--- config.mk ---
export PLATFORM = sky130hd
export DESIGN_NAME = string_escape_decoder_core
export DESIGN_NICKNAME = d
export VERILOG_FILES = /design/src/hw/rtl/sed_pkg.sv /design/src/hw/rtl/sed_decode.sv /design/src/hw/rtl/sed_out.sv /design/src/hw/rtl/string_escape_decoder_core.sv
export SDC_FILE = /design/constraint.sdc
export NUM_CORES = 1
export LEC_CHECK = 0
export BUFFER_PORTS_ARGS = -buffer_cell sky130_fd_sc_hd__buf_2
export CAP_MARGIN = 5
export CORE_ASPECT_RATIO = 1.75
export CORE_MARGIN = 2
export CORE_UTILIZATION = 54
export DETAILED_ROUTE_END_ITERATION = 7
export PLACE_DENSITY_LB_ADDON = 0.3
export SYNTH_ARGS = -nofsm -noshare
export SYNTH_HDL_FRONTEND = slang
export SYNTH_SLANG_ARGS = --single-unit
--- constraint.sdc ---
create_clock -name clock -period 4.3 [get_ports clock]
set_clock_uncertainty 0.1 [all_clocks]
set_input_delay 0.215 -clock clock [delete_from_list [all_inputs] [get_ports clock]]
set_output_delay 0.215 -clock clock [all_outputs]
set_load 0.03 [all_outputs]
--- src/hw/rtl/sed_pkg.sv ---
// ----------------------------------------------------------------------------
// sed_pkg
// Shared types and codes of the string escape decoder.
// ----------------------------------------------------------------------------
package sed_pkg;

   localparam int BYTE_W  = 8;
   localparam int ERR_W   = 4;
   localparam int MAX_OUT = 4;
   localparam int CNT_W   = 3;
   localparam int IDX_W   = 2;

   localparam logic [ERR_W-1:0] ERR_OK           = 4'd0;
   localparam logic [ERR_W-1:0] ERR_NO_BACKSLASH = 4'd1;
   localparam logic [ERR_W-1:0] ERR_INCOMPLETE   = 4'd2;
   localparam logic [ERR_W-1:0] ERR_BAD_UTF8     = 4'd3;
   localparam logic [ERR_W-1:0] ERR_BAD_ESCAPE   = 4'd4;
   localparam logic [ERR_W-1:0] ERR_HEX_SHORT    = 4'd5;
   localparam logic [ERR_W-1:0] ERR_BAD_HEX      = 4'd6;
   localparam logic [ERR_W-1:0] ERR_UNI_SHORT    = 4'd7;
   localparam logic [ERR_W-1:0] ERR_BAD_UNI_HEX  = 4'd8;
   localparam logic [ERR_W-1:0] ERR_SURROGATE    = 4'd9;
   localparam logic [ERR_W-1:0] ERR_RANGE        = 4'd10;

   typedef struct packed {
      logic [MAX_OUT-1:0][BYTE_W-1:0] bytes;
      logic [CNT_W-1:0]               count;
      logic                           consumed;
      logic                           done;
      logic [ERR_W-1:0]               err;
   } sed_result_type;

endpackage

--- src/hw/rtl/sed_decode.sv ---
// ----------------------------------------------------------------------------
// sed_decode
// Escape sequence state and per-byte decode into up to four output bytes.
// ----------------------------------------------------------------------------
module sed_decode (
   input  logic                         clock,
   input  logic                         reset,
   input  logic                         step,
   input  logic [sed_pkg::BYTE_W-1:0]   in_byte,
   input  logic                         end_of_source,
   output sed_pkg::sed_result_type      res
);

   localparam logic [2:0] PH_IDLE  = 3'd0;
   localparam logic [2:0] PH_AFTER = 3'd1;
   localparam logic [2:0] PH_CR    = 3'd2;
   localparam logic [2:0] PH_HEX   = 3'd3;
   localparam logic [2:0] PH_UNI   = 3'd4;
   localparam logic [2:0] PH_OCT   = 3'd5;
   localparam logic [2:0] PH_UTF8  = 3'd6;

   logic [2:0]  phase_ff, phase_in;
   logic [31:0] acc_ff, acc_in;
   logic [3:0]  seen_ff, seen_in;
   logic [3:0]  need_ff, need_in;
   logic [1:0]  rem_ff, rem_in;
   logic [7:0]  held_ff [4];
   logic        held_we;
   logic [1:0]  held_wa;

   logic [4:0]  hex_d;
   logic [31:0] acc_hex;
   logic [3:0]  seen_inc;
   logic [10:0] oct_next;
   logic [7:0]  lo, hi;
   logic [1:0]  more;
   logic        is_oct;

   function automatic logic [4:0] hex_value(input logic [7:0] b);
      logic [4:0] r;
      r = 5'd0;
      if (b >= 8'h30 && b <= 8'h39) r = {1'b1, b[3:0]};
      else if ((b >= 8'h61 && b <= 8'h66) || (b >= 8'h41 && b <= 8'h46))
         r = {1'b1, b[3:0] + 4'd9};
      return r;
   endfunction

   assign hex_d    = hex_value(in_byte);
   assign acc_hex  = {acc_ff[27:0], hex_d[3:0]};
   assign seen_inc = seen_ff + 4'd1;
   assign oct_next = {acc_ff[7:0], in_byte[2:0]};
   assign is_oct   = (in_byte[7:3] == 5'b00110);

   always_comb begin
      res      = '0;
      phase_in = phase_ff;
      acc_in   = acc_ff;
      seen_in  = seen_ff;
      need_in  = need_ff;
      rem_in   = rem_ff;
      held_we  = 1'b0;
      held_wa  = seen_ff[1:0];
      lo       = 8'h80;
      hi       = 8'hBF;
      more     = 2'd0;
      unique case (phase_ff) inside
         PH_IDLE: begin
            if (end_of_source || in_byte != 8'h5C) begin
               res.err  = sed_pkg::ERR_NO_BACKSLASH;
               res.done = 1'b1;
            end else begin
               res.consumed = 1'b1;
               phase_in     = PH_AFTER;
            end
         end
         PH_AFTER: begin
            if (end_of_source) begin
               res.err  = sed_pkg::ERR_INCOMPLETE;
               res.done = 1'b1;
            end else begin
               res.consumed = 1'b1;
               if (in_byte == 8'h0A) begin
                  res.done = 1'b1;
               end else if (in_byte == 8'h0D) begin
                  phase_in = PH_CR;
               end else if (in_byte[7]) begin
                  if (in_byte >= 8'hC2 && in_byte <= 8'hDF) more = 2'd1;
                  else if (in_byte >= 8'hE0 && in_byte <= 8'hEF) more = 2'd2;
                  else if (in_byte >= 8'hF0 && in_byte <= 8'hF4) more = 2'd3;
                  if (more == 2'd0) begin
                     res.err      = sed_pkg::ERR_BAD_UTF8;
                     res.done     = 1'b1;
                     res.consumed = 1'b0;
                  end else begin
                     held_we  = 1'b1;
                     held_wa  = 2'd0;
                     seen_in  = 4'd1;
                     rem_in   = more;
                     phase_in = PH_UTF8;
                  end
               end else if (in_byte == 8'h78) begin
                  phase_in = PH_HEX;
                  acc_in   = '0;
                  seen_in  = '0;
                  need_in  = 4'd2;
               end else if (in_byte == 8'h75 || in_byte == 8'h55) begin
                  phase_in = PH_UNI;
                  acc_in   = '0;
                  seen_in  = '0;
                  need_in  = (in_byte == 8'h75) ? 4'd4 : 4'd8;
               end else if (is_oct) begin
                  phase_in = PH_OCT;
                  acc_in   = {29'd0, in_byte[2:0]};
                  seen_in  = 4'd1;
               end else begin
                  res.done  = 1'b1;
                  res.count = 3'd1;
                  unique case (in_byte) inside
                     8'h6E: res.bytes[0] = 8'h0A;
                     8'h74: res.bytes[0] = 8'h09;
                     8'h72: res.bytes[0] = 8'h0D;
                     8'h62: res.bytes[0] = 8'h08;
                     8'h66: res.bytes[0] = 8'h0C;
                     8'h76: res.bytes[0] = 8'h0B;
                     8'h61: res.bytes[0] = 8'h07;
                     8'h5C, 8'h27, 8'h22, 8'h3F: res.bytes[0] = in_byte;
                     default: begin
                        res.count = 3'd0;
                        res.err   = sed_pkg::ERR_BAD_ESCAPE;
                     end
                  endcase
               end
            end
         end
         PH_CR: begin
            res.done = 1'b1;
            if (!end_of_source && in_byte == 8'h0A) res.consumed = 1'b1;
            else res.err = sed_pkg::ERR_BAD_ESCAPE;
         end
         PH_HEX, PH_UNI: begin
            if (end_of_source) begin
               res.err  = (phase_ff == PH_HEX) ? sed_pkg::ERR_HEX_SHORT
                                               : sed_pkg::ERR_UNI_SHORT;
               res.done = 1'b1;
            end else if (!hex_d[4]) begin
               res.err  = (phase_ff == PH_HEX) ? sed_pkg::ERR_BAD_HEX
                                               : sed_pkg::ERR_BAD_UNI_HEX;
               res.done = 1'b1;
            end else begin
               res.consumed = 1'b1;
               acc_in       = acc_hex;
               seen_in      = seen_inc;
               if (seen_inc >= need_ff) begin
                  res.done = 1'b1;
                  if (phase_ff == PH_HEX) begin
                     res.bytes[0] = acc_hex[7:0];
                     res.count    = 3'd1;
                  end else if (acc_hex >= 32'hD800 && acc_hex <= 32'hDFFF) begin
                     res.err = sed_pkg::ERR_SURROGATE;
                  end else if (acc_hex > 32'h0010_FFFF) begin
                     res.err = sed_pkg::ERR_RANGE;
                  end else if (acc_hex < 32'h80) begin
                     res.bytes[0] = acc_hex[7:0];
                     res.count    = 3'd1;
                  end else if (acc_hex < 32'h800) begin
                     res.bytes[0] = {3'b110, acc_hex[10:6]};
                     res.bytes[1] = {2'b10, acc_hex[5:0]};
                     res.count    = 3'd2;
                  end else if (acc_hex < 32'h10000) begin
                     res.bytes[0] = {4'b1110, acc_hex[15:12]};
                     res.bytes[1] = {2'b10, acc_hex[11:6]};
                     res.bytes[2] = {2'b10, acc_hex[5:0]};
                     res.count    = 3'd3;
                  end else begin
                     res.bytes[0] = {5'b11110, acc_hex[20:18]};
                     res.bytes[1] = {2'b10, acc_hex[17:12]};
                     res.bytes[2] = {2'b10, acc_hex[11:6]};
                     res.bytes[3] = {2'b10, acc_hex[5:0]};
                     res.count    = 3'd4;
                  end
               end
            end
         end
         PH_OCT: begin
            res.done = 1'b1;
            if (!end_of_source && is_oct && oct_next[10:8] == 3'd0) begin
               acc_in       = {21'd0, oct_next};
               seen_in      = seen_inc;
               res.consumed = 1'b1;
               if (seen_inc < 4'd3) res.done = 1'b0;
            end
            if (res.done) begin
               res.bytes[0] = acc_in[7:0];
               res.count    = 3'd1;
            end
         end
         PH_UTF8: begin
            if (seen_ff == 4'd1) begin
               if (held_ff[0] == 8'hE0) lo = 8'hA0;
               else if (held_ff[0] == 8'hED) hi = 8'h9F;
               else if (held_ff[0] == 8'hF0) lo = 8'h90;
               else if (held_ff[0] == 8'hF4) hi = 8'h8F;
            end
            if (end_of_source || in_byte < lo || in_byte > hi ||
                seen_ff >= 4'd4 || rem_ff == 2'd0) begin
               res.err  = sed_pkg::ERR_BAD_UTF8;
               res.done = 1'b1;
            end else begin
               res.consumed = 1'b1;
               held_we      = 1'b1;
               seen_in      = seen_inc;
               rem_in       = rem_ff - 2'd1;
               if (rem_ff == 2'd1) begin
                  res.done = 1'b1;
                  res.count = seen_inc[2:0];
                  for (int k = 0; k < sed_pkg::MAX_OUT; k++) begin
                     if (k[1:0] == seen_ff[1:0]) res.bytes[k] = in_byte;
                     else if (k < int'(seen_ff)) res.bytes[k] = held_ff[k];
                  end
               end
            end
         end
         default: begin
            res.done = 1'b1;
         end
      endcase
      if (res.done) begin
         phase_in = PH_IDLE;
         acc_in   = '0;
         seen_in  = '0;
         need_in  = '0;
         rem_in   = '0;
      end
   end

   always_ff @(posedge clock) begin
      if (reset) begin
         phase_ff <= PH_IDLE;
         acc_ff   <= '0;
         seen_ff  <= '0;
         need_ff  <= '0;
         rem_ff   <= '0;
      end else if (step) begin
         phase_ff <= phase_in;
         acc_ff   <= acc_in;
         seen_ff  <= seen_in;
         need_ff  <= need_in;
         rem_ff   <= rem_in;
      end
   end

   always_ff @(posedge clock) begin
      if (step && held_we) held_ff[held_wa] <= in_byte;
   end

endmodule

--- src/hw/rtl/sed_out.sv ---
// ----------------------------------------------------------------------------
// sed_out
// Result register; sends the decoded bytes of one item as successive beats.
// ----------------------------------------------------------------------------
module sed_out (
   input  logic                         clock,
   input  logic                         reset,
   input  logic                         load,
   input  sed_pkg::sed_result_type      res,
   output logic                         free,
   output logic                         rsp_tvalid,
   input  logic                         rsp_tready,
   output logic [15:0]                  rsp_tdata,
   output logic                         rsp_tlast,
   output logic [0:0]                   rsp_tuser
);

   logic                          vld_ff, vld_in;
   logic [sed_pkg::IDX_W-1:0]     idx_ff, idx_in;
   sed_pkg::sed_result_type       res_ff;
   logic                          last;
   logic                          fire;
   logic [sed_pkg::BYTE_W-1:0]    cur_byte;

   assign last = (res_ff.count == '0) ||
                 ({1'b0, idx_ff} == res_ff.count - sed_pkg::CNT_W'(1));
   assign fire = vld_ff && rsp_tready;
   assign free = !vld_ff || (fire && last);
   assign cur_byte = (res_ff.count != '0) ? res_ff.bytes[idx_ff] : '0;

   always_comb begin
      vld_in = vld_ff;
      idx_in = idx_ff;
      if (load) begin
         vld_in = 1'b1;
         idx_in = '0;
      end else if (fire) begin
         if (last) vld_in = 1'b0;
         else idx_in = idx_ff + sed_pkg::IDX_W'(1);
      end
   end

   always_ff @(posedge clock) begin
      if (reset) begin
         vld_ff <= 1'b0;
         idx_ff <= '0;
      end else begin
         vld_ff <= vld_in;
         idx_ff <= idx_in;
      end
   end

   always_ff @(posedge clock) begin
      if (load) res_ff <= res;
   end

   assign rsp_tvalid = vld_ff;
   assign rsp_tlast  = last;
   assign rsp_tuser  = (res_ff.count != '0);
   assign rsp_tdata  = {2'b00, res_ff.err, res_ff.done, res_ff.consumed, cur_byte};

endmodule

--- src/hw/rtl/string_escape_decoder_core.sv ---
// ----------------------------------------------------------------------------
// string_escape_decoder_core
// C string escape decoder with UTF-8 output, one source byte per beat.
// ----------------------------------------------------------------------------
// Path: a request beat goes through the input register, then the result register.
// Throughput: one byte per cycle while responses are taken; an item that decodes
//   to n bytes holds the result register for n response beats, one byte each.
// Reset: synchronous; clears the escape state and both valid flags.
// ----------------------------------------------------------------------------
module string_escape_decoder_core (
   input  logic        clock,
   input  logic        reset,
   input  logic        req_tvalid,
   output logic        req_tready,
   input  logic [7:0]  req_tdata,   // [7:0] in_byte
   input  logic [0:0]  req_tuser,   // [0] end_of_source
   output logic        rsp_tvalid,
   input  logic        rsp_tready,
   output logic [15:0] rsp_tdata,   // [7:0] out_byte, [8] consumed, [9] done_res,
                                    // [13:10] error_code, [15:14] zero
   output logic        rsp_tlast,
   output logic [0:0]  rsp_tuser    // [0] byte_valid
);

   logic                    in_vld_ff;
   logic [7:0]              in_byte_ff;
   logic                    in_eos_ff;
   logic                    out_free;
   logic                    step;
   sed_pkg::sed_result_type res;

   assign step       = in_vld_ff && out_free;
   assign req_tready = !in_vld_ff || out_free;

   always_ff @(posedge clock) begin
      if (reset) begin
         in_vld_ff <= 1'b0;
      end else if (req_tready) begin
         in_vld_ff <= req_tvalid;
      end
   end

   always_ff @(posedge clock) begin
      if (req_tready && req_tvalid) begin
         in_byte_ff <= req_tdata;
         in_eos_ff  <= req_tuser[0];
      end
   end

   sed_decode u_decode (
      .clock         (clock),
      .reset         (reset),
      .step          (step),
      .in_byte       (in_byte_ff),
      .end_of_source (in_eos_ff),
      .res           (res)
   );

   sed_out u_out (
      .clock      (clock),
      .reset      (reset),
      .load       (step),
      .res        (res),
      .free       (out_free),
      .rsp_tvalid (rsp_tvalid),
      .rsp_tready (rsp_tready),
      .rsp_tdata  (rsp_tdata),
      .rsp_tlast  (rsp_tlast),
      .rsp_tuser  (rsp_tuser)
   );

   a_nobyte_last: assert property (@(posedge clock) disable iff (reset)
      rsp_tvalid && !rsp_tuser[0] |-> rsp_tlast)
      else $error("beat without a byte is not last");

   a_err_done: assert property (@(posedge clock) disable iff (reset)
      rsp_tvalid && rsp_tdata[13:10] != sed_pkg::ERR_OK |-> rsp_tdata[9])
      else $error("error beat does not end the sequence");

   a_err_nobyte: assert property (@(posedge clock) disable iff (reset)
      rsp_tvalid && rsp_tdata[13:10] != sed_pkg::ERR_OK |-> !rsp_tuser[0])
      else $error("error beat carries a byte");

   a_in_hold: assert property (@(posedge clock) disable iff (reset)
      in_vld_ff && !out_free |=> in_vld_ff && $stable(in_byte_ff))
      else $error("stalled input register changed");

endmodule

# After elaboration in Yosys (flattened, before gate mapping)
# Memory sizes are Yosys's and may differ from the RTL's.
# Cells that the tools add are included.
# word_totals
word_cells	334
memories	1
in_bits	13
out_inout_bits	20
ram_bits	32
ff_bits	95
# memory_table
memory	words	word_bits	read_ports	rd_ports_with_merged_regs	wr	line_no	text
u_decode.held_ff	4	8	4	0	1	sed_decode.sv:27	logic [7:0] held_ff [4];
# op_classes
reduce_logical	55
mux	171
n_addsub	5
bitwise	1
magnitude_cmp	28
eq_ne	54
# op_table
cell	count
$mux 28	11
$mux 27	9
$mux 8	20
$mux 35	4
$mux 36	3
$mux 4	27
$eq 8x7->1 const B	11
$pmux 28 s3	1
$mux 11	7
$mux 5	12
$pmux 7 s8	1
$mux 2	25
$mux 24	2
$pmux 24 s2	1
$pmux 11 s4	1
$mux 3	12
$eq 8x8->1 const B	4
$ge 32x16->1 const B	1
$gt 32x21->1 const B	1
$le 32x16->1 const B	1
$lt 32x12->1 const B	1
$lt 32x17->1 const B	1
$lt 32x8->1 const B	1
$ne 3x2->1 const B	10
72 further kinds	147

# Logic depth before layout (Yosys ltp)
# logic_depth
depth_word	25
ltp_mapped	15
ltp_nobuf	12

# By module
# From an unflattened synthesis, not the netlist that was laid out.
# unflattened
hier_cells	799
area_unflattened_um2	7613.6
# modules_own_cells
module	seq_area_each_um2	instances	cells_per_inst	area_each_um2
sed_decode	1731.7	1	689	5502.8
sed_out	1291.2	1	95	1778.0
string_escape_decoder_core	290.3	1	15	332.8

# Worst setup path before layout
# OpenSTA, ideal clock, no wires.
# synth_path
path_type	flip-flop to flip-flop
from	reg u_decode.seen_ff[0]
to	mem u_decode.held_ff[2][0], enable pin
n_path_buf	1
path_stages_with_launch	13
path_slack_ns	0.963
synth_period_minus_slack_ns	3.337
required_time_ns	3.805
setup_ns	0.395
arrival_ns	2.842
path_cell_list	dfxtp_1 -> buf_2 -> inv_1 -> nor4b_4 -> nand2_1 -> a21oi_1 -> ha_1 -> a21oi_1 -> a32o_1 -> nand3_1 -> nor2_1 -> nand2_1 -> nor4_1
# synth_between
elab_chain_cells	13
elab_cells_between_ends	23
classes_between	order compare: 3; eq/ne: 1; mux: 14; reduce/logical: 5
# synth_lines
element	line_no	text
from (decl)	sed_decode.sv:24	logic [3:0] seen_ff, seen_in;
from (signal assigned)	sed_decode.sv:246	seen_ff <= seen_in;
$eq 4x1->1	sed_decode.sv:198	if (seen_ff == 4'd1) begin
$mux 8	sed_decode.sv:198	
$mux 8	sed_decode.sv:66	unique case (phase_ff) inside
$lt 8x8->1	sed_decode.sv:204	if (end_of_source || in_byte < lo || in_byte > hi ||
$logic_or 1x1->1 (3 in series)	sed_decode.sv:204	
$logic_or 1x1->1	sed_decode.sv:205	seen_ff >= 4'd4 || rem_ff == 2'd0) begin
$mux 1	sed_decode.sv:204	
$pmux 1 s2	sed_decode.sv:66	
$logic_and 1x1->1	sed_decode.sv:253	if (step && held_we) held_ff[held_wa] <= in_byte;
$mux 1	sed_decode.sv:253	
$mux 1 (implied by the code)	sed_decode.sv:253	
to (decl)	sed_decode.sv:27	
# Parallel ways exist; a longest one is shown, timed or not. The select of a mux whose other input is x is not followed.

==> reports/qor.yml <==
synth:
  synth-edff-count: 80
  ys_ff_latch: 124
  synth_area_leaders: "edfxtp_1 (31%), dfxtp_1 (11%), mux2i_1 (5.2%), ha_1 (3.0%), a21oi_1 (2.9%)"
  synthMuxAreaShare: 0.0754
  synth_ff_type: "edfxtp_1"
  synth_xor_area_frac: 0.00671
  synth_top_family_by_area: "simple AND/OR/NAND/NOR gates"
  synth.top_cell.area_share: 0.307
  yosysWarnings: 0
  synth_cells: 810
  syn_avg_cell_area_um2: 9.67
  syn_area_mm2: 0.00783
  async_flop_share: 0
  synth_top_area_cell: "edfxtp_1"
  synth_cell_types: 85
  synth_compound_area_frac: 0.185
  ys_seq_area_frac: 0.419
  synthAdderAreaFrac: 0.0303
  yosys.area_share.simple: 0.228
power:
  p_comb_frac: 0.070
  seqPwrFrac: 0.459
  powerDensity_mw_per_mm2: 331
  clkPwrFrac: 0.471
  ir_drop_mv: 0.275
  switchingPower_uw: 770
  power_leakage_uw: 0.00300
  netSwitchingFraction: 0.267
  power.internal_uw: 2110
critical_path:
  cp_top_family: "simple AND/OR/NAND/NOR gates"
  crit_path_frequent_cell: "a21oi_1"
  crit_path_max_incr_delay_ns: 0.99
  reg2reg_depth: 11
  crit_path_end_kind: "flop"
  path_max_fanout: 34
  r2r-start: "u_decode.seen_ff[2]$_SDFFE_PP0P_"
  path_cells: "nor2_2, nor4b_4, nand2_1, a21oi_1, ha_1, a21oi_1, a32o_1, nand3_1, or4b_2, o32ai_1, a221o_1"
  worstPathBufferInverterCount: 0
  critical_path_class: "reg2reg"
  ff2ff_setup_slack_ns: 0.54
  crit_start: "u_decode.seen_ff[2]$_SDFFE_PP0P_"
  worstSetupStartpointType: "flop"
  worst_r2r_endpoint: "u_out.res_ff[14]$_DFFE_PP_"
  critPathArrivalTime_ns: 3.95
  worstPathRequired_ns: 4.49
  cp_slowest_cell: "or4b_2"
global_routing:
  grt_pass1_vias: 6658
  grt_antenna_before_repair: 0
  grt_pass1_wl_um: 38700
  grt_max_degree: 63
  track_usage: 0.341
  grt-ovfl-total: 0
cts:
  ctsResizeCount: 0
  cts_root_buf: "clkbuf_16"
  path_clk_slew_ns: 0.07
  cts_sinks: 124
  cts_buffer_depth: 2
  clkLatencyLatePin_ns: 0.43
  tritoncts: "done"
  postCtsSetupBuffers: 0
  cts_buffers: 17
  cts_max_level: 4
placement:
  io_buffers: 30
  place_congestion: 1.02
  dp.cells: 980
  dp_hpwl_um: 18400
floorplan:
  rows: 58
  die_w_um: 95.0
  initial_core_util: 0.548
  ios: 33
  core_area_mm2: 0.0143
  dieArea_mm2: 0.0155
  die_y_um: 163
finish:
  finalNonFillerCells: 1022
  post-route-util: 0.610
  layout_commonest_cell: "edfxtp_1"
  diodes: 0
  drive_above_1_share: 0.148
  most-common-layout-cells: "edfxtp_1 (80), nor2_1 (56), a21oi_1 (45), dfxtp_1 (44), mux2i_1 (41)"
  nets: 861
  syn2layout_area_growth_pct: 11.4
sta:
  worst_pin_slew_ns: 1.01
  finalHoldViolCount: 0
  min_period_over_period: 0.875
  grt_setup_unrepaired: "false"
  max_freq_ghz: 0.266
  setup_viol: 0
  final.setup.tns_ns: 0
  timing.slew.headroom: 0.325
  hold_ws_ns: 0.113
  slew_violations: 0
  layout_min_cycle_time_ns: 3.76
detailed_routing:
  highest_layer: "met4"
  wl_met2_um: 12700
  first_pass_iters: 8
  drcViolationCount: 0
  dr_wl_met3_um: 1520
  drtIter0Drc: 676
  ant_nets: 0
  viasPerCell: 6.76
  num_vias: 6908
  wire_per_inst_um: 25.1
  wirelength_um: 25700
  wl_met1_um: 9310
min_path:
  whs_path_depth: 4
  min_from: "rsp_tready"
  min_to: "u_out.rsp_tvalid$_SDFFE_PP0P_"
  hold_path.class: "in2reg"
run_status:
  status: "finished, final reports clean"
job:
  cap_violations: 0
## layout make-up
class / instances / area (µm²)
sequential: 124 / 3280
timing repair buffer: 66 / 445
inverter: 26 / 97.6
clock inverter: 14 / 113
tap: 180 / 225
clock buffer: 18 / 429
multi-input combinational: 594 / 4130
fill: 1235 / 5570
## cell families after synthesis
logic type      count (synthesis)
compound gates                211
xor+xnor                        6
fa+ha+maj                      19
buf+inv                        94
flops                         124
mux                            49
other cells                     1
simple gates                  306
## per-layer routing
| metal | global-route usage | vias to the layer above |
|---|---|---|
| met5 | 0 | - |
| met4 | 0.241 | 0 |
| met3 | 0.0581 | 127 |
| met2 | 0.571 | 367 |
| met1 | 0.386 | 3298 |
| li1 | - | 3116 |
## state kept, by name (all words and copies together) (netlist names), 2 cells and up
signal and flops:
u_out.rsp_tdata 6, u_decode.seen_ff 4, u_decode.phase_ff 3, u_decode.rem_ff 2, u_decode.acc_ff 28, u_decode.held_ff 30
u_out.res_ff 35, u_out.idx_ff 2, in_byte_ff 8, u_decode.need_ff 3
## worst register-to-register path, delay by kind of cell, from the launching register on
kind	cells	cell delay (ns)
DFF	1	0.39
AOI/OAI and AO/OA	5	0.99
and+or+nand+nor	5	1.87
adders and majority gates	1	0.27
## worst max-delay path by stage
stage,endpoint,slack [ns],depth (start not counted)
finish,u_out.res_ff[14]$_DFFE_PP_,0.54,11
floorplan,u_decode.held_ff[2][0]$_DFFE_PP_,0.96,12
CTS,u_out.res_ff[14]$_DFFE_PP_,0.59,11
detailed placement,u_out.res_ff[14]$_DFFE_PP_,0.63,11
global route,u_out.res_ff[14]$_DFFE_PP_,0.31,11
global placement,u_out.res_ff[14]$_DFFE_PP_,0.65,11
## per-stage QoR
step                instance area [µm²]  total power (µW)  setup slack [ns]
floorplan                          7840              1480             0.963
global placement                   8080              1540             0.653
detailed placement                 8080              1540             0.629
CTS                                8720              2890             0.592
global route                       8720              2950             0.313
finish                             8720              2880             0.538
## power by group through the flow
stage	Sequential [µW]	Clock (µW)	Combinational [µW]
after detailed placement	1350	0	192
after floorplan	1330	0	150
final	1320	1360	202
after CTS	1320	1370	199
after global placement	1350	0	189
after global routing	1330	1410	215
## synth_stat cells (8+ instances only)
| library cell | instances |
|---|---|
| buf_2 | 18 |
| nor3_1 | 22 |
| dfxtp_1 | 44 |
| nand4_1 | 9 |
| mux2i_1 | 41 |
| mux4_2 | 8 |
| or3_1 | 8 |
| a21oi_1 | 45 |
| o22ai_1 | 23 |
| a31oi_1 | 8 |
| buf_4 | 10 |
| o21ai_0 | 33 |
| and2_1 | 15 |
| nor4_1 | 10 |
| ha_1 | 19 |
| nor3b_1 | 11 |
| a22oi_1 | 22 |
| nor2_1 | 56 |
| nor2b_1 | 10 |
| edfxtp_1 | 80 |
| inv_1 | 26 |
| nand2b_1 | 35 |
| nand2_1 | 37 |
| nand3_1 | 40 |
| clkbuf_1 | 33 |
## what timing repair did
| action | 4_1_cts | 5_1_grt |
|---|---|---|
| setup endpoints to repair | 0 | 0 |
| endpoints found under the hold margin | 10 | 0 |
| hold buffers | 10 | 0 |
No activity file was read; power rests on OpenSTA's default activity.
